<file path="src/hw/rtl/frustum_cull_test_core_macros.svh">
// assertion macros shared by the frustum cull test rtl
// included by the modules that carry concurrent checks; no other dependencies
`ifndef FRUSTUM_CULL_TEST_CORE_MACROS_SVH
`define FRUSTUM_CULL_TEST_CORE_MACROS_SVH
`ifndef SYNTHESIS
// property must hold at every rising clock edge out of reset
`define FCT_ASSERT(lbl, clk, rstn, prop) \
  lbl: assert property (@(posedge clk) disable iff (!rstn) (prop)) \
    else $error("fct assertion failed");
// condition must never be seen out of reset
`define FCT_ASSERT_NEVER(lbl, clk, rstn, cond) \
  lbl: assert property (@(posedge clk) disable iff (!rstn) !(cond)) \
    else $error("fct forbidden condition seen");
`else
`define FCT_ASSERT(lbl, clk, rstn, prop)
`define FCT_ASSERT_NEVER(lbl, clk, rstn, cond)
`endif
`endif

</file>
<file path="src/hw/rtl/fct_pkg.sv">
// frustum cull test package: widths, command codes, plane and item types
// no dependencies; used by every other rtl file of the block but fct_out_if and the macro header
`timescale 1ns / 1ps

package fct_pkg;

  // number formats
  localparam int COORD_W    = 16;
  localparam int COORD_FRAC = 8;
  localparam int COEF_W     = 16;
  localparam int COEF_FRAC  = 11;
  localparam int HALF_W     = COORD_W - 1;

  // datapath widths, sized so that every sum stays exact
  localparam int PROD_W = COORD_W + COEF_W;
  localparam int DSH_W  = COEF_W + COORD_FRAC;
  localparam int DIST_W = PROD_W + 2;
  localparam int EPRD_W = COEF_W + HALF_W;
  localparam int EXT_W  = EPRD_W + 2;
  localparam int RAD_W  = HALF_W + COEF_FRAC;
  localparam int CMP_W  = DIST_W + 2;

  // configuration space
  localparam int PLANE_CNT = 6;
  localparam int CFG_IDX_W = $clog2(PLANE_CNT);
  localparam int CFG_W     = 4 * COEF_W;

  // decoupling queue
  localparam int QUEUE_DEPTH = 4;
  localparam int QPTR_W      = $clog2(QUEUE_DEPTH);

  // command codes
  localparam logic [1:0] CMD_POINT  = 2'd0;
  localparam logic [1:0] CMD_SPHERE = 2'd1;
  localparam logic [1:0] CMD_BOX    = 2'd2;
  localparam logic [1:0] CMD_RSVD   = 2'd3;

  typedef enum logic [1:0] {
    KIND_POINT,
    KIND_SPHERE,
    KIND_BOX
  } kind_e;

  // one plane register: d in the top bits, a in the bottom bits
  typedef struct packed {
    logic signed [COEF_W-1:0] d;
    logic signed [COEF_W-1:0] c;
    logic signed [COEF_W-1:0] b;
    logic signed [COEF_W-1:0] a;
  } plane_t;

  // classified word as it travels from the front to the back
  typedef struct packed {
    kind_e                     kind;
    logic signed [COORD_W-1:0] center_x;
    logic signed [COORD_W-1:0] center_y;
    logic signed [COORD_W-1:0] center_z;
    logic [HALF_W-1:0]         half_x;
    logic [HALF_W-1:0]         half_y;
    logic [HALF_W-1:0]         half_z;
    logic [HALF_W-1:0]         radius;
  } item_t;

endpackage

</file>
<file path="src/hw/rtl/fct_queue.sv">
// short fifo between front and back so that each side stalls on its own
// depends on fct_pkg and the assertion macro header
`timescale 1ns / 1ps
`include "frustum_cull_test_core_macros.svh"

module fct_queue (
  input  logic           clk_i,
  input  logic           rst_ni,
  input  logic           push_i,
  input  fct_pkg::item_t push_item_i,
  output logic           full_o,
  input  logic           pop_i,
  output logic           valid_o,
  output fct_pkg::item_t pop_item_o
);
  import fct_pkg::*;

  item_t             mem_q [QUEUE_DEPTH];
  logic [QPTR_W-1:0] wr_ptr_q, wr_ptr_d;
  logic [QPTR_W-1:0] rd_ptr_q, rd_ptr_d;
  logic [QPTR_W:0]   count_q, count_d;

  assign full_o     = (count_q == (QPTR_W+1)'(QUEUE_DEPTH));
  assign valid_o    = (count_q != '0);
  assign pop_item_o = mem_q[rd_ptr_q];

  // pointer and fill count update
  always_comb begin
    wr_ptr_d = wr_ptr_q;
    rd_ptr_d = rd_ptr_q;
    count_d  = count_q;
    if (push_i) begin
      wr_ptr_d = wr_ptr_q + 1'b1;
    end
    if (pop_i) begin
      rd_ptr_d = rd_ptr_q + 1'b1;
    end
    if (push_i && !pop_i) begin
      count_d = count_q + 1'b1;
    end else if (pop_i && !push_i) begin
      count_d = count_q - 1'b1;
    end
  end

  always_ff @(posedge clk_i or negedge rst_ni) begin
    if (!rst_ni) begin
      wr_ptr_q <= '0;
      rd_ptr_q <= '0;
      count_q  <= '0;
    end else begin
      wr_ptr_q <= wr_ptr_d;
      rd_ptr_q <= rd_ptr_d;
      count_q  <= count_d;
    end
  end

  // storage
  always_ff @(posedge clk_i) begin
    if (push_i) begin
      mem_q[wr_ptr_q] <= push_item_i;
    end
  end

  `FCT_ASSERT_NEVER(a_count_over, clk_i, rst_ni, count_q > (QPTR_W+1)'(QUEUE_DEPTH))
  `FCT_ASSERT_NEVER(a_push_full, clk_i, rst_ni, push_i && full_o)
  `FCT_ASSERT(a_pop_nonempty, clk_i, rst_ni, pop_i |-> valid_o)
  `FCT_ASSERT(a_count_up, clk_i, rst_ni, push_i && !pop_i |=> count_q == $past(count_q) + 1'b1)

endmodule

</file>
<file path="config.mk">
export PLATFORM = sky130hd
export DESIGN_NAME = fct_queue
export DESIGN_NICKNAME = d
export VERILOG_FILES = /design/src/hw/rtl/fct_pkg.sv /design/src/hw/rtl/fct_queue.sv
export VERILOG_INCLUDE_DIRS = /design/src /design/src/hw/rtl
export SDC_FILE = /design/constraint.sdc
export NUM_CORES = 1
export LEC_CHECK = 0
export ABC_CLOCK_PERIOD_IN_PS = 5100
export BUFFER_PORTS_ARGS = -buffer_cell sky130_fd_sc_hd__buf_2
export CAP_MARGIN = 5
export CORE_MARGIN = 2
export CORE_UTILIZATION = 57
export CTS_CLUSTER_DIAMETER = 60
export DETAILED_ROUTE_END_ITERATION = 10
export PLACE_DENSITY = 0.79
export SLEW_MARGIN = 20
export SYNTH_ARGS = -nofsm -noshare
export SYNTH_HDL_FRONTEND = slang
export SYNTH_SLANG_ARGS = --single-unit
</file>
<file path="constraint.sdc">
create_clock -name clk_i -period 5.1 [get_ports clk_i]
set_input_delay 0.765 -clock clk_i [delete_from_list [all_inputs] [get_ports clk_i]]
set_output_delay 0.765 -clock clk_i [all_outputs]
set_load 0.02 [all_outputs]
</file>
== Word-level counts from Yosys, hierarchy flattened ==
Memory sizes are Yosys's and may differ from the RTL's.
Index checks and enable logic that the tools add are counted.

* Register bits after elaboration: 7
* Memory bits (writable): 440
* Input bits: 114
* Word-level logic and storage cells: 19
* Memories kept: 1

* Add/sub/neg operators: 4
* Equality and inequality tests: 1
* Mux-type cells: 4
* Reduce and logical (&&, ||, !) cells: 6

{| class="wikitable"
|+ Memories
! name !! words !! width !! read ports !! clocked after Yosys merged registers in !! wr ports !! line !! source
|-
| mem_q || 4 || 110 || 1 || 0 || 1 || fct_queue.sv:18 || <nowiki>item_t mem_q [QUEUE_DEPTH];</nowiki>
|}

{| class="wikitable"
|+ Operators by type and width
! operator !! number
|-
| 3-bit two-way mux || 2
|-
| 2-bit by 1-bit adder with 2-bit output, second input constant || 2
|-
| 3-bit by 1-bit adder with 3-bit output, second input constant || 1
|-
| 3-bit equality test, second input constant || 1
|-
| 3-bit nonzero test || 1
|-
| 3-bit by 1-bit subtractor with 3-bit output, second input constant || 1
|-
| 1-bit logical AND || 2
|-
| 1-bit logical NOT || 2
|-
| 1-bit two-way mux || 2
|-
| 2-bit nonzero test || 1
|}

== Depth between registers and ports, before layout ==
* Word-level depth: 4
* Gate-level depth with buffers: 7

== Least setup slack after synthesis ==
OpenSTA, ideal clock, no wires.

* Path type: in2reg
* Start: input push_i
* End: memory mem_q[1][0] in the netlist's numbering, enable pin
* Library setup time: 0.481 ns
* Arrival: 3.297 ns
* Path slack: 1.322 ns
* Stages on the path: 1
* Path through: and2_1

* Longest elaborated chain between the ends: 2

{| class="wikitable"
|+ RTL lines
! element !! line !! source
|-
| start, declared || fct_queue.sv:9 || <nowiki>input logic push_i,</nowiki>
|-
| 1-bit two-way mux || fct_queue.sv:59 || <nowiki>if (push_i) begin</nowiki>
|-
| 1-bit two-way mux (implied by the code) || fct_queue.sv:60 || <nowiki>mem_q[wr_ptr_q] <= push_item_i;</nowiki>
|-
| end, declared || fct_queue.sv:18 ||
|}

No other way between the ends.

==> results.md <==
* Slew headroom at 0.322
* Final Skew at 0.0290 ns
* Die Y-Extent at 173 µm
* Syn_nets at 729
* Post-synth EDFFs at 440
* Max rail drop VDD at 0.393 mV
* Fill count at 1774
* First-pass GRT wire length at 44900 µm
* Worst Tran Pin Value at 1.02 ns
* Maximum clock path buffer count at 3
* Leak pwr at 6.54 nW
* Root buffer selected by CTS: clkbuf_16
* Synth area leaders: edfxtp_1 (81%), mux4_2 (15%), dfrtp_1 (1.1%), buf_6 (0.62%), ha_1 (0.38%)
* Dpl hpwl at 17000 µm
* Critical path's slowest cell: dfrtp_4
* Slowest stage delay, CP at 0.87 ns
* Final cell count without fillers at 1272
* Sw power at 3.56 mW
* Skew-Pair Late Insertion Delay at 0.53 ns
* Final hold slack at 0.0544 ns
* Final net count at 984
* Startpoint Class: flip-flop
* Cell Count Post-Placement at 1196
* WS Path Type: reg -> out
* CTS Hold Bufs at 0
* Switching Fraction at 0.309
* Cell count of the worst reg-to-reg path at 4
* Status: completed
* Period Utilization, post-route at 0.697
* Worst-path clk slew at 0.06 ns
* Max frequency at 281 MHz
* CP cell instances: buf_12, mux4_2, buf_2
* Row cnt at 61
* DRC viols at 0
* Max-cap violations at 0
* Vias at 7191
* WP data required at 4.34 ns
* Initial antenna violation count at 5
* DR WL/cell at 22.9 µm
* Clock Sinks at 447
* Crit path launch: rd_ptr_q[0]
* Core area at 27900 µm²
* Syn_area_per_cell at 26.7 µm²
* Num CTS Buffers at 44
* Pwr Density at 602 nW/µm²
* Post-CTS Resized at 0
* GR Util All Layers at 0.197
* Pre-Repair DR Iteration Count at 5
* Worst r2r src: wr_ptr_q[0]
* Number of global-route vias before repair at 7776
* RSZ-0062 raised after global routing: no
* Top cell type's share of synthesized area at 0.812
* Crit end category: output pin
* Most area-hungry cell type in the Yosys netlist: edfxtp_1
* Mapped cell area at 16300 µm²
* Gr ovfl total at 0
* Die Width at 173 µm
* HP Class: in -> async
* PortBufs at 225
* Seq/Total Area, Yosys at 0.823
* YS warnings at 0
* Initial DRC Count at 610
* Number of hold violations in the final report at 0
* Io pins at 226
* Routed Antenna Nets at 0
* Worst EP arrival at 2.79 ns
* Synth unique cells at 20
* Comb pwr share at 0.296
* Sequential power share at 0.444
* Final critical-path required period at 3.56 ns
* CTS tree: done
* Die area at 29900 µm²
* Setup bufs post-CTS at 0
* Tot Pwr at 11.5 mW
* GP Congestion at 0.712
* Clk pwr share at 0.260
* Most common cell after layout, fill and taps aside: edfxtp_1
* Final setup violation count at 0
* Async set or reset register ratio after synthesis at 0.0157
* Pint at 7.97 mW
* Initial Utilization at 0.583
* Post-Route WL at 29100 µm
* Ys flop type: edfxtp_1
* Max-slew violations at 0
* Post-Synthesis Cells at 609
* Total negative setup slack at 0 ns
* Largest net degree at the start of global routing at 68
* H-tree depth at 2
* Worst Path Max Fanout at 65
* Area Growth Syn to Fin at 17.8%
* Reg2Reg Setup Slack at 2.70 ns
* Vias per cell at 5.65
* #FFs+latches synth at 447
* Share of cells above drive strength 1 at 0.457
* Commonest cells after routing, fill and taps aside: edfxtp_1 (440), buf_2 (225), mux4_2 (110), clkbuf_16 (45), clkinv_1 (13)
* RR Endpoint: mem_q[0][64]
## synthesized netlist by cell type, types with 2 or more instances
| cell | n |
|---|---|
| mux4_2 | 110 |
| ha_1 | 5 |
| clkbuf_1 | 3 |
| xnor2_1 | 2 |
| edfxtp_1 | 440 |
| inv_1 | 4 |
| buf_6 | 9 |
| and2_1 | 4 |
| buf_2 | 11 |
| dfrtp_1 | 7 |
| xor2_1 | 4 |
| nand2_1 | 2 |
## worst max path at each step
stage,end,cells past startpoint,slack [ns]
floorplan,mem_q[1][0],1,1.32
global placement,pop_item_o[65],3,2.06
detailed placement,pop_item_o[91],3,2.06
CTS,pop_item_o[91],3,1.48
global route,pop_item_o[93],3,1.35
finish,pop_item_o[65],3,1.54
## registers in the layout (all words and copies together), names as in the netlist
name and flops:
rd_ptr_q 2, count_q 3, wr_ptr_q 2, mem_q 440
## cell families (layout without fill, tap and decap cells)
group                    count (synthesis)  after routing  synth area share
flip-flops                             447            447             0.823
multiplexers                           111            111             0.153
buffers and inverters                   29            311            0.0129
other                                    0              3                 0
adder cells (fa/ha/maj)                  6              6           0.00507
XOR/XNOR                                 6              6           0.00323
AND/OR/NAND/NOR                          9              9           0.00307
AO/OA/AOI/OAI                            1              1          0.000307
## worst max-delay path, delay by kind of cell, from the launching register on
kind     cells  cell delay (ns)
flops        1             0.87
buf+inv      2             0.66
mux          1             0.61
## layer usage
layer / routed length [µm] / vias to the layer above / global-route usage
li1: - / 3149 / -
met1: 11600 / 3752 / 0.261
met2: 14900 / 235 / 0.332
met3: 1720 / 51 / 0.0442
met4: 784 / 4 / 0.0643
met5: 27 / - / 0
## power by group through the flow
stage | registers (mW) | logic [mW] | clock network (mW)
5_1_grt | 5.19 | 3.62 | 3.21
2_1_floorplan | 5.05 | 2.59 | 0
3_5_place_dp | 5.21 | 3.47 | 0
3_3_place_gp | 5.16 | 3.46 | 0
6_report | 5.12 | 3.41 | 3.00
4_1_cts | 5.14 | 3.49 | 3.06
## through the flow
step	worst slack, ns	utilization	instance area, µm²
2_1_floorplan	1.32	-	16300
3_3_place_gp	2.06	0.638	17800
3_5_place_dp	2.06	0.638	17800
4_1_cts	1.48	0.686	19200
5_1_grt	1.35	0.686	19200
6_report	1.54	0.686	19200
## layout make-up
| cell class | count | area, µm² | share of cell area |
|---|---|---|---|
| flip-flops and latches | 447 | 13400 | 0.699 |
| multi-input cells | 133 | 2690 | 0.140 |
| repair buffers | 234 | 1240 | 0.0649 |
| clock buffers | 49 | 1140 | 0.0595 |
| well taps | 378 | 473 | 0.0247 |
| clock inverters | 24 | 203 | 0.0106 |
| inverters | 4 | 15.0 | 0.000783 |
| diodes | 3 | 7.51 | 0.000392 |
No activity file was read; power rests on OpenSTA's default activity.
