`src/hw/rtl/frustum_cull_test_core_macros.svh`:
```
// assertion macros shared by the frustum cull test rtl
// included by the modules that carry concurrent checks; no other dependencies
`ifndef FRUSTUM_CULL_TEST_CORE_MACROS_SVH
`define FRUSTUM_CULL_TEST_CORE_MACROS_SVH
`ifndef SYNTHESIS
// property must hold at every rising clock edge out of reset
`define FCT_ASSERT(lbl, clk, rstn, prop) \
  lbl: assert property (@(posedge clk) disable iff (!rstn) (prop)) \
    else $error("fct assertion failed");
// condition must never be seen out of reset
`define FCT_ASSERT_NEVER(lbl, clk, rstn, cond) \
  lbl: assert property (@(posedge clk) disable iff (!rstn) !(cond)) \
    else $error("fct forbidden condition seen");
`else
`define FCT_ASSERT(lbl, clk, rstn, prop)
`define FCT_ASSERT_NEVER(lbl, clk, rstn, cond)
`endif
`endif

```
`src/hw/rtl/fct_pkg.sv`:
```
// frustum cull test package: widths, command codes, plane and item types
// no dependencies; used by every other rtl file of the block but fct_out_if and the macro header
`timescale 1ns / 1ps

package fct_pkg;

  // number formats
  localparam int COORD_W    = 16;
  localparam int COORD_FRAC = 8;
  localparam int COEF_W     = 16;
  localparam int COEF_FRAC  = 11;
  localparam int HALF_W     = COORD_W - 1;

  // datapath widths, sized so that every sum stays exact
  localparam int PROD_W = COORD_W + COEF_W;
  localparam int DSH_W  = COEF_W + COORD_FRAC;
  localparam int DIST_W = PROD_W + 2;
  localparam int EPRD_W = COEF_W + HALF_W;
  localparam int EXT_W  = EPRD_W + 2;
  localparam int RAD_W  = HALF_W + COEF_FRAC;
  localparam int CMP_W  = DIST_W + 2;

  // configuration space
  localparam int PLANE_CNT = 6;
  localparam int CFG_IDX_W = $clog2(PLANE_CNT);
  localparam int CFG_W     = 4 * COEF_W;

  // decoupling queue
  localparam int QUEUE_DEPTH = 4;
  localparam int QPTR_W      = $clog2(QUEUE_DEPTH);

  // command codes
  localparam logic [1:0] CMD_POINT  = 2'd0;
  localparam logic [1:0] CMD_SPHERE = 2'd1;
  localparam logic [1:0] CMD_BOX    = 2'd2;
  localparam logic [1:0] CMD_RSVD   = 2'd3;

  typedef enum logic [1:0] {
    KIND_POINT,
    KIND_SPHERE,
    KIND_BOX
  } kind_e;

  // one plane register: d in the top bits, a in the bottom bits
  typedef struct packed {
    logic signed [COEF_W-1:0] d;
    logic signed [COEF_W-1:0] c;
    logic signed [COEF_W-1:0] b;
    logic signed [COEF_W-1:0] a;
  } plane_t;

  // classified word as it travels from the front to the back
  typedef struct packed {
    kind_e                     kind;
    logic signed [COORD_W-1:0] center_x;
    logic signed [COORD_W-1:0] center_y;
    logic signed [COORD_W-1:0] center_z;
    logic [HALF_W-1:0]         half_x;
    logic [HALF_W-1:0]         half_y;
    logic [HALF_W-1:0]         half_z;
    logic [HALF_W-1:0]         radius;
  } item_t;

endpackage

```
`src/hw/rtl/fct_in_if.sv`:
```
// input channel of the frustum cull test: valid, ready and one object word
// depends on fct_pkg for the field widths
`timescale 1ns / 1ps

interface fct_in_if;
  logic                               valid;
  logic                               ready;
  logic [1:0]                         cmd;
  logic signed [fct_pkg::COORD_W-1:0] center_x;
  logic signed [fct_pkg::COORD_W-1:0] center_y;
  logic signed [fct_pkg::COORD_W-1:0] center_z;
  logic [fct_pkg::HALF_W-1:0]         half_x;
  logic [fct_pkg::HALF_W-1:0]         half_y;
  logic [fct_pkg::HALF_W-1:0]         half_z;
  logic [fct_pkg::HALF_W-1:0]         radius;

  modport source (
    output valid, cmd, center_x, center_y, center_z, half_x, half_y, half_z, radius,
    input  ready
  );

  modport sink (
    input  valid, cmd, center_x, center_y, center_z, half_x, half_y, half_z, radius,
    output ready
  );
endinterface

```
`src/hw/rtl/fct_front.sv`:
```
// front end: accepts object words, decodes the command and hands them to the queue
// depends on fct_pkg and fct_in_if
`timescale 1ns / 1ps

module fct_front (
  input  logic          clk_i,
  input  logic          rst_ni,
  fct_in_if.sink        in_if,
  output logic          push_o,
  output fct_pkg::item_t push_item_o,
  input  logic          full_i
);
  import fct_pkg::*;

  logic  valid_q, valid_d;
  item_t item_q;
  item_t item_d;
  logic  accept;

  // command decode, the unused code runs as a sphere
  always_comb begin
    item_d.center_x = in_if.center_x;
    item_d.center_y = in_if.center_y;
    item_d.center_z = in_if.center_z;
    item_d.half_x   = in_if.half_x;
    item_d.half_y   = in_if.half_y;
    item_d.half_z   = in_if.half_z;
    item_d.radius   = in_if.radius;
    unique case (in_if.cmd) inside
      CMD_POINT:            item_d.kind = KIND_POINT;
      CMD_BOX:              item_d.kind = KIND_BOX;
      CMD_SPHERE, CMD_RSVD: item_d.kind = KIND_SPHERE;
      default:              item_d.kind = KIND_SPHERE;
    endcase
  end

  // one holding register, drained into the queue whenever it has room
  assign push_o      = valid_q && !full_i;
  assign push_item_o = item_q;
  assign in_if.ready = !valid_q || !full_i;
  assign accept      = in_if.valid && in_if.ready;

  always_comb begin
    valid_d = valid_q;
    if (accept) begin
      valid_d = 1'b1;
    end else if (push_o) begin
      valid_d = 1'b0;
    end
  end

  always_ff @(posedge clk_i or negedge rst_ni) begin
    if (!rst_ni) begin
      valid_q <= 1'b0;
    end else begin
      valid_q <= valid_d;
    end
  end

  always_ff @(posedge clk_i) begin
    if (accept) begin
      item_q <= item_d;
    end
  end

endmodule

```
`src/flat_wrapper.sv`:
```
// flat-port wrapper written by rule: the top's interface ports become plain ports
module fct_front_flat import fct_pkg::*;
  (clk_i, rst_ni, push_o, push_item_o, full_i, in_if_valid, in_if_cmd, in_if_center_x, in_if_center_y, in_if_center_z, in_if_half_x, in_if_half_y, in_if_half_z, in_if_radius, in_if_ready);
  fct_in_if in_if_i ();
  input  logic clk_i;
  input  logic rst_ni;
  output logic push_o;
  output fct_pkg::item_t push_item_o;
  input  logic full_i;
  input wire logic [$bits(in_if_i.valid)-1:0] in_if_valid;
  input wire logic [$bits(in_if_i.cmd)-1:0] in_if_cmd;
  input wire logic [$bits(in_if_i.center_x)-1:0] in_if_center_x;
  input wire logic [$bits(in_if_i.center_y)-1:0] in_if_center_y;
  input wire logic [$bits(in_if_i.center_z)-1:0] in_if_center_z;
  input wire logic [$bits(in_if_i.half_x)-1:0] in_if_half_x;
  input wire logic [$bits(in_if_i.half_y)-1:0] in_if_half_y;
  input wire logic [$bits(in_if_i.half_z)-1:0] in_if_half_z;
  input wire logic [$bits(in_if_i.radius)-1:0] in_if_radius;
  output wire logic [$bits(in_if_i.ready)-1:0] in_if_ready;
  assign in_if_i.valid = in_if_valid;
  assign in_if_i.cmd = in_if_cmd;
  assign in_if_i.center_x = in_if_center_x;
  assign in_if_i.center_y = in_if_center_y;
  assign in_if_i.center_z = in_if_center_z;
  assign in_if_i.half_x = in_if_half_x;
  assign in_if_i.half_y = in_if_half_y;
  assign in_if_i.half_z = in_if_half_z;
  assign in_if_i.radius = in_if_radius;
  assign in_if_ready = in_if_i.ready;
  fct_front u_core (.clk_i(clk_i), .rst_ni(rst_ni), .in_if(in_if_i), .push_o(push_o), .push_item_o(push_item_o), .full_i(full_i));
endmodule
```
`config.mk`:
```
export PLATFORM = sky130hd
export DESIGN_NAME = fct_front_flat
export DESIGN_NICKNAME = d
export VERILOG_FILES = /design/src/hw/rtl/frustum_cull_test_core_macros.svh /design/src/hw/rtl/fct_pkg.sv /design/src/hw/rtl/fct_in_if.sv /design/src/hw/rtl/fct_front.sv /design/src/flat_wrapper.sv
export SDC_FILE = /design/constraint.sdc
export NUM_CORES = 1
export LEC_CHECK = 0
export ABC_AREA = 1
export BUFFER_PORTS_ARGS = -buffer_cell sky130_fd_sc_hd__buf_2
export CORE_UTILIZATION = 41
export DETAILED_ROUTE_END_ITERATION = 10
export PLACE_DENSITY_LB_ADDON = 0.05
export SETUP_SLACK_MARGIN = 0.4
export SLEW_MARGIN = 20
export SYNTH_ARGS = -nofsm -noshare
export SYNTH_HDL_FRONTEND = slang
export SYNTH_SLANG_ARGS = --single-unit
```
`constraint.sdc`:
```
create_clock -name clk_i -period 8.77 [get_ports clk_i]
set_input_delay 0.4385 -clock clk_i [delete_from_list [all_inputs] [get_ports clk_i]]
set_output_delay 0.4385 -clock clk_i [all_outputs]
set_load 0.005 [all_outputs]
```
### Word level (Yosys, flattened, before mapping)

Index checks and enable logic that the tools add are counted.

| word-level totals | value |
|---|---|
| register bits | 111 |
| input port bits | 114 |
| output and inout port bits | 112 |
| word-level logic and storage cells | 20 |

| cells by class | value |
|---|---|
| equality and inequality tests | 1 |
| muxes and demuxes | 3 |
| reduce and logical (&&, ||, !) cells | 7 |

Operator list:

| cell | count |
|---|---|
| $pmux W2 S2 | 1 |
| $eq A2 B2 Y1 const B | 1 |
| $logic_and A1 B1 Y1 | 2 |
| $logic_not A1 Y1 | 2 |
| $logic_not A2 Y1 | 1 |
| $mux W1 | 2 |
| $reduce_bool A2 Y1 | 1 |
| $logic_or A1 B1 Y1 | 1 |

### Logic depth before layout (Yosys ltp)

Gate-level depths: netlist of run 1.

| logic depth | value |
|---|---|
| depth after elaboration | 4 |
| mapped depth | 2 |
| mapped depth without buffers | 2 |

### Worst setup path after synthesis of run 1

OpenSTA, ideal clock, no wires.

| timing path | value |
|---|---|
| kind | input to register |
| start | input port in_if_valid |
| end | register u_core.item_q (netlist bit u_core.push_item_o[0]) (enable) |
| setup time | 615 ps |
| data arrival time | 5784 ps |
| data required time | 8155 ps |
| path slack | 2371 ps |
| stages | 2 |
| path buffers | 0 |
| cell sequence | inv_1 -> a21oi_1 |

| on the way | value |
|---|---|
| word-level cells in the longest chain between the ends | 1 |

Ends and longest elaborated chain:

| item | RTL line | source |
|---|---|---|
| start: declaration | flat_wrapper.sv:10 | `input wire logic [$bits(in_if_i.valid)-1:0] in_if_valid;` |
| $logic_and A1 B1 Y1 | fct_front.sv:41 | `assign accept = in_if.valid && in_if.ready;` |
| named net u_core.accept | fct_front.sv:18 | `logic accept;` |
| end signal: assignment | fct_front.sv:62 | `item_q <= item_d;` |
| end: declaration | fct_front.sv:16 | `item_t item_q;` |

The timed path passes the listed nets, and every way through them passes these cells.
A chain may end at the register's enable or synchronous reset.

### Final worst setup path of run 1

| timing path | value |
|---|---|
| start | register u_core.valid_q |
| end | register u_core.item_q (netlist bit u_core.push_item_o[63]) (enable) |

| on the way | value |
|---|---|
| word-level cells in the longest chain between the ends | 3 |

Ends and longest elaborated chain:

| item | RTL line | source |
|---|---|---|
| start: declaration | fct_front.sv:15 | `logic valid_q, valid_d;` |
| start signal: assignment | fct_front.sv:56 | `valid_q <= valid_d;` |
| $logic_not A1 Y1 | fct_front.sv:40 | `assign in_if.ready = !valid_q \|\| !full_i;` |
| $logic_or A1 B1 Y1 | fct_front.sv:40 |  |
| $logic_and A1 B1 Y1 | fct_front.sv:41 |  |
| named net u_core.accept | fct_front.sv:18 |  |

The timed path passes the listed nets, and every way through them passes these cells.

==> results by group, run 1 <==
Status
  – Status: complete, no violations

STA
  – Max Freq: ~650 MHz
  – Final setup viols: 0
  – Clock skew: between 0.008 and 0.009 ns
  – Max Slew Vio Count: 0
  – Least-Margin Pin Slew: 0.719 ns
  – Min cycle time layout: roughly 1.5 ns
  – TNS Setup: 0 ns
  – Fin crit share: roughly 18%
  – Slew HR: 52.0%
  – Unrepaired setup endpoints after global routing: no
  – Final hold violations: 0

Logic synthesis
  – Post-Syn Instances: 120
  – Cell area after synthesis: around 3400 um2
  – Synth cell types: 7
  – Post-synthesis sequential area ratio: between 90% and 100%
  – FF+latch count, synth: roughly 110
  – Yosys top cell area share: roughly 100%
  – Synth warn: 0
  – Area leader, netlist: edfxtp_1
  – Syn nets: around 230
  – Mean post-synth cell area: about 28 um2
  – Synth area leaders: edfxtp_1, dfrtp_1, inv_1, nand2_1, nor2_1

Pwr
  – Pwr Density: about 200 nW/um2
  – PnR Total Power: around 950 uW
  – Sequential share of power: roughly two thirds
  – Internal power: ~750 uW
  – Combinational fraction of design power: between 7 and 8%
  – VDD IR max: 0.000111 V
  – NetSw: just under 200 uW
  – Static Leak: ~2.1 nW
  – Clock power frac: between 20% and 30%
  – Switching fraction of total power: between 20% and 30%

Setup path
  – CP Launch Type: flip-flop
  – WP data required: between 8 and 9 ns
  – Bufs and invs on worst path: 1
  – Cells on worst reg2reg path: 2
  – CP Class: reg2reg
  – Max FO, Critical Path: 58
  – Worst setup EP type: flip-flop
  – R2R setup slack: a little over 7 ns
  – RR Startpoint: u_core.valid_q
  – Crit path cell chain: a21oi_4 -> buf_4
  – Slowest cell on the critical path: buf_4
  – CP startpoint: u_core.valid_q
  – CP max stage delay: 0.58 ns
  – Worst EP arrival: around 1.5 ns
  – CP Depth: 2
  – CP top delay family: buffers and inverters

GRT
  – Initial antenna violation count: 1
  – Largest net degree at the start of global routing: 59
  – Total grt overflow: 0
  – Total GRT Usage: 15.5%
  – Number of global-route vias before repair: roughly 1,900
  – Global-route wire length before repair: 9390 um

Hold path
  – Worst Hold Path Cells: 1
  – Min-Delay Path Class: in2reg
  – Min-delay src: in_if_half_x[4]

Clock network
  – TritonCTS clock tree: built
  – TritonCTS Buffers: 9
  – # clock sinks: 111
  – Worst-path clk slew: roughly 0.10 ns
  – Clock buffer depth: 2
  – H-tree depth: 3
  – Insertion delay to the later sink of the worst-skew pair: approximately 0.36 ns
  – CTS root buf: clkbuf_8

Floorplanning
  – Top-Level Pins: 226
  – Width of the die: 92.6 um
  – Rows: 32
  – Die area: between 8000 and 9000 um2
  – Core Box Area: roughly 7800 um2
  – Initial Util: 42.9%
  – Die H: 92.6 um

Route
  – Drt first pass iters: 4
  – Via count: 1,990
  – DRC Markers: 0
  – Initial drt markers: 52
  – WL per Instance: about 15 um
  – Post-DR vias/cell: 4.29
  – Final wirelength: between 6000 and 7000 um
  – Routed Antenna Nets: 0

Cells and area
  – FILL cells: 638
  – # nets final: between 400 and 500
  – Number of diodes: 0
  – Layout cell share with drive strength beyond 1: 66.9%
  – FF/Latch Area: ~3300 um2
  – Area occupied by multi-input gates: ~31 um2
  – Area Growth Syn to Fin: 43.1%

Placed design
  – GP Congestion: between 0.7 and 0.8
  – Port Buffers: 225
  – DP HPWL: roughly 5100 um

Job
  – # Max-Cap Violations: 0
==> path summary, 6_finish.rpt <==
| kind | end |
|---|---|
| max in group asynchronous | u_core.valid_q |
| worst min register to register | u_core.valid_q |
| min in group asynchronous | u_core.valid_q |
| worst min-delay path | u_core.push_item_o[49] |
| worst max register to register | u_core.push_item_o[63] |
| worst max-delay path | u_core.push_item_o[63] |
==> through the flow <==
step	setup WS, ns	util (%)	instances	instance area, um2	hold WS [ns]
finish	7.23	61.3	464	4810	0.248
CTS	7.22	61.3	464	4810	0.231
global route	7.14	61.3	464	4810	0.231
floorplan	2.37	-	120	3360	0.143
detailed placement	7.06	59.1	448	4640	0.215
global placement	7.06	59.1	448	4640	0.213
==> repair_timing <==
| action | in CTS | in global routing |
|---|---|---|
| setup buffers | 0 | 0 |
| hold buffers | 1 | 0 |
| endpoints found under the setup margin | 0 | 0 |
| endpoints found under the hold margin | 1 | 0 |
| gates resized for setup | 0 | 0 |
==> power by group through the flow <==
stage	Combinational (mW)	Clock [mW]	Sequential [mW]
2_1_floorplan	0.0104	0	0.647
3_3_place_gp	0.0711	0	0.636
3_5_place_dp	0.0716	0	0.636
4_1_cts	0.0720	0.267	0.624
5_1_grt	0.0776	0.282	0.627
6_report	0.0707	0.257	0.624
==> cell type report <==
class | count | area share [%]
sequential | 111 | 69.2
timing repair buffer | 228 | 23.9
tap | 102 | 2.65
clock buffer | 9 | 2.57
clock inverter | 6 | 0.806
multi-input combinational | 5 | 0.650
inverter | 3 | 0.234
==> flip-flops by register name (all words and copies together), names as in the netlist <==
register and count:
u_core.valid_q 1, u_core.push_item_o 110
==> routing by layer <==
layer  routed length [um]  vias up  track usage, %
met5                    0        -               0
met4                  216        0            10.4
met3                  790       18            6.08
met2                 3440      127            27.1
met1                 2320      900            14.8
li1                     -      945               -
==> Yosys cell counts (all sizes together) <==
| library cell | count |
|---|---|
| a21oi | 1 |
| nand2 | 2 |
| nor2 | 2 |
| clkbuf | 1 |
| dfrtp | 1 |
| inv | 3 |
| edfxtp | 110 |
==> worst reg2reg max path, stage by stage (launching register included) <==
cell and delay (ns):
dfrtp_1 0.43, a21oi_4 0.14, buf_4 0.58
==> kinds of logic (layout without fill, tap and decap cells) <==
group / after synthesis / after routing / synth area share, %
buffers and inverters: 4 / 246 / 0.446
and+or+nand+nor: 4 / 4 / 0.447
AOI/OAI and AO/OA: 1 / 1 / 0.149
DFF: 111 / 111 / 99.0
==> placed cells by master (no fill, tap or decap) <==
master	instances
buf_2	225
nand2_1	2
clkbuf_8	9
nor2_1	2
a21oi_4	1
clkinv_1	1
dlygate4sd3_1	1
inv_1	3
edfxtp_1	110
dfrtp_1	1
buf_4	2
clkinv_2	1
clkinvlp_4	4
No activity file was read; power rests on OpenSTA's default activity.
==> run 2: changes to the inputs <==
- ABC_AREA: 1 -> 0
- CORE_UTILIZATION: 41 -> 37
- clock period: 8.77 -> 1.3 ns (I/O delays scaled with it)
==> results by group, run 2 <==
Logic synthesis
  – Fraction of registers with async set/reset: 0.901% (unchanged)
  – Synth warn: 0 (unchanged)
  – Post-synth EDFFs: 110 (unchanged)
  – Post-synthesis sequential area ratio: 99.0% (unchanged)
  – Mean post-synth cell area: 28.7 um2 (+2.6%)
  – Yosys top cell area share: 98.2% (unchanged)
  – Post-Syn Instances: 117 (-2.5%)
  – Cell area after synthesis: 3360 um2 (unchanged)
  – FF+latch count, synth: 111 (unchanged)
  – Synth cell types: 7 (unchanged)
  – Synth area leaders: edfxtp_1, dfrtp_1, nor2b_1, a21boi_1, a21o_1
  – Most numerous cell in the Yosys netlist: edfxtp_1
  – Syn nets: 231 (-1.3%)
  – Area leader, netlist: edfxtp_1
  – Top cell types by occurrence after synthesis: edfxtp_1, nor2b_1
  – Most common flop cell mapped by yosys: edfxtp_1

Floorplanning
  – Die H: 97.3 um (+5.2%)
  – Top-Level Pins: 226 (unchanged)
  – Rows: 34 (+6.3%)
  – Width of the die: 97.3 um (+5.2%)
  – Initial Util: 38.4% (-4.5 points)

Placed design
  – DP Area: 4680 um2 (+0.86%)
  – DP HPWL: 5120 um (+0.41%)
  – GP Congestion: 0.698 (-0.98%)
  – Port Buffers: 225 (unchanged)
  – Placed cell count: 452 (+0.89%)

Clock network
  – Clock buffer depth: 2 (unchanged)
  – CTS root buf: clkbuf_8
  – Hold_buf cts: 101 (+100)
  – CTS resizes: 2 (+2)
  – H-tree depth: 3 (unchanged)
  – Post-CTS setup buffers: 3 (+3)
  – TritonCTS Buffers: 9 (unchanged)
  – # clock sinks: 111 (unchanged)

Status
  – Error message: [ERROR RSZ-0060] Max buffer count reached.
  – Status: stopped before the end
  – Halt Stage: 4_1_cts
## run 2: per-stage QoR
step	hold slack, ns	setup WS (ns)
floorplan	-0.231	-1.39
global placement	-0.159	0.0163
detailed placement	-0.157	0.00884
## run 2: kinds of logic after synthesis
family | count (synthesis) | synth area share (%)
flip-flops | 111 | 99.0
AND/OR/NAND/NOR | 3 | 0.483
AO/OA/AOI/OAI | 2 | 0.447
buffers and inverters | 1 | 0.112
==> run 3: changes to the inputs <==
- CORE_UTILIZATION: 37 -> 35
- PLACE_DENSITY_LB_ADDON: 0.05 -> 0.15
- SETUP_SLACK_MARGIN: 0.4 -> unset
- clock period: 1.3 -> 1.7 ns (I/O delays scaled with it)
==> results by group, run 3 <==
Status
  – Status: stopped before the end
  – Halt Stage: 4_1_cts
  – Error message: [ERROR RSZ-0060] Max buffer count reached.

Placed design
  – DP HPWL: 5390 um (+5.2%)
  – Pre-CTS setup slack: 0.335 ns (+0.326 ns)
  – Port Buffers: 225 (unchanged)
  – DP Area: 4700 um2 (+0.40%)
  – GP Congestion: 0.677 (-3.0%)

Logic synthesis
  – Most numerous cell in the Yosys netlist: edfxtp_1
  – Cell area after synthesis: 3360 um2 (unchanged)
  – Synth area leaders: edfxtp_1, dfrtp_1, nor2b_1, a21boi_1, a21o_1
  – Most common flop cell mapped by yosys: edfxtp_1
  – Post-synthesis sequential area ratio: 99.0% (unchanged)
  – Fraction of registers with async set/reset: 0.901% (unchanged)
  – Area leader, netlist: edfxtp_1
  – Yosys top cell area share: 98.2% (unchanged)
  – Top cell types by occurrence after synthesis: edfxtp_1, nor2b_1
  – Synth cell types: 7 (unchanged)
  – Post-synth EDFFs: 110 (unchanged)
  – Synth warn: 0 (unchanged)
  – Post-Syn Instances: 117 (unchanged)
  – Mean post-synth cell area: 28.7 um2 (unchanged)
  – Syn nets: 231 (unchanged)
  – FF+latch count, synth: 111 (unchanged)

Floorplanning
  – Width of the die: 100 um (+2.8%)
  – Rows: 35 (+2.9%)
  – Initial Util: 36.2% (-2.2 points)
  – Die H: 100 um (+2.8%)
  – Top-Level Pins: 226 (unchanged)

Clock network
  – Hold_buf cts: 101 (unchanged)
  – CTS root buf: clkbuf_8
  – Post-CTS setup buffers: 0 (-3)
  – # clock sinks: 111 (unchanged)
  – CTS resizes: 0 (-2)
  – Clock buffer depth: 2 (unchanged)
  – H-tree depth: 3 (unchanged)
  – TritonCTS Buffers: 9 (unchanged)
## run 3: cells by family after synthesis
logic type | synth area share [%]
compound gates | 0.447
simple gates | 0.483
buf+inv | 0.112
flops | 99.0
## run 3: stage by stage
stage | std cells | hold slack, ns
after floorplan | 117 | -0.211
after global placement | 472 | -0.128
after detailed placement | 472 | -0.126
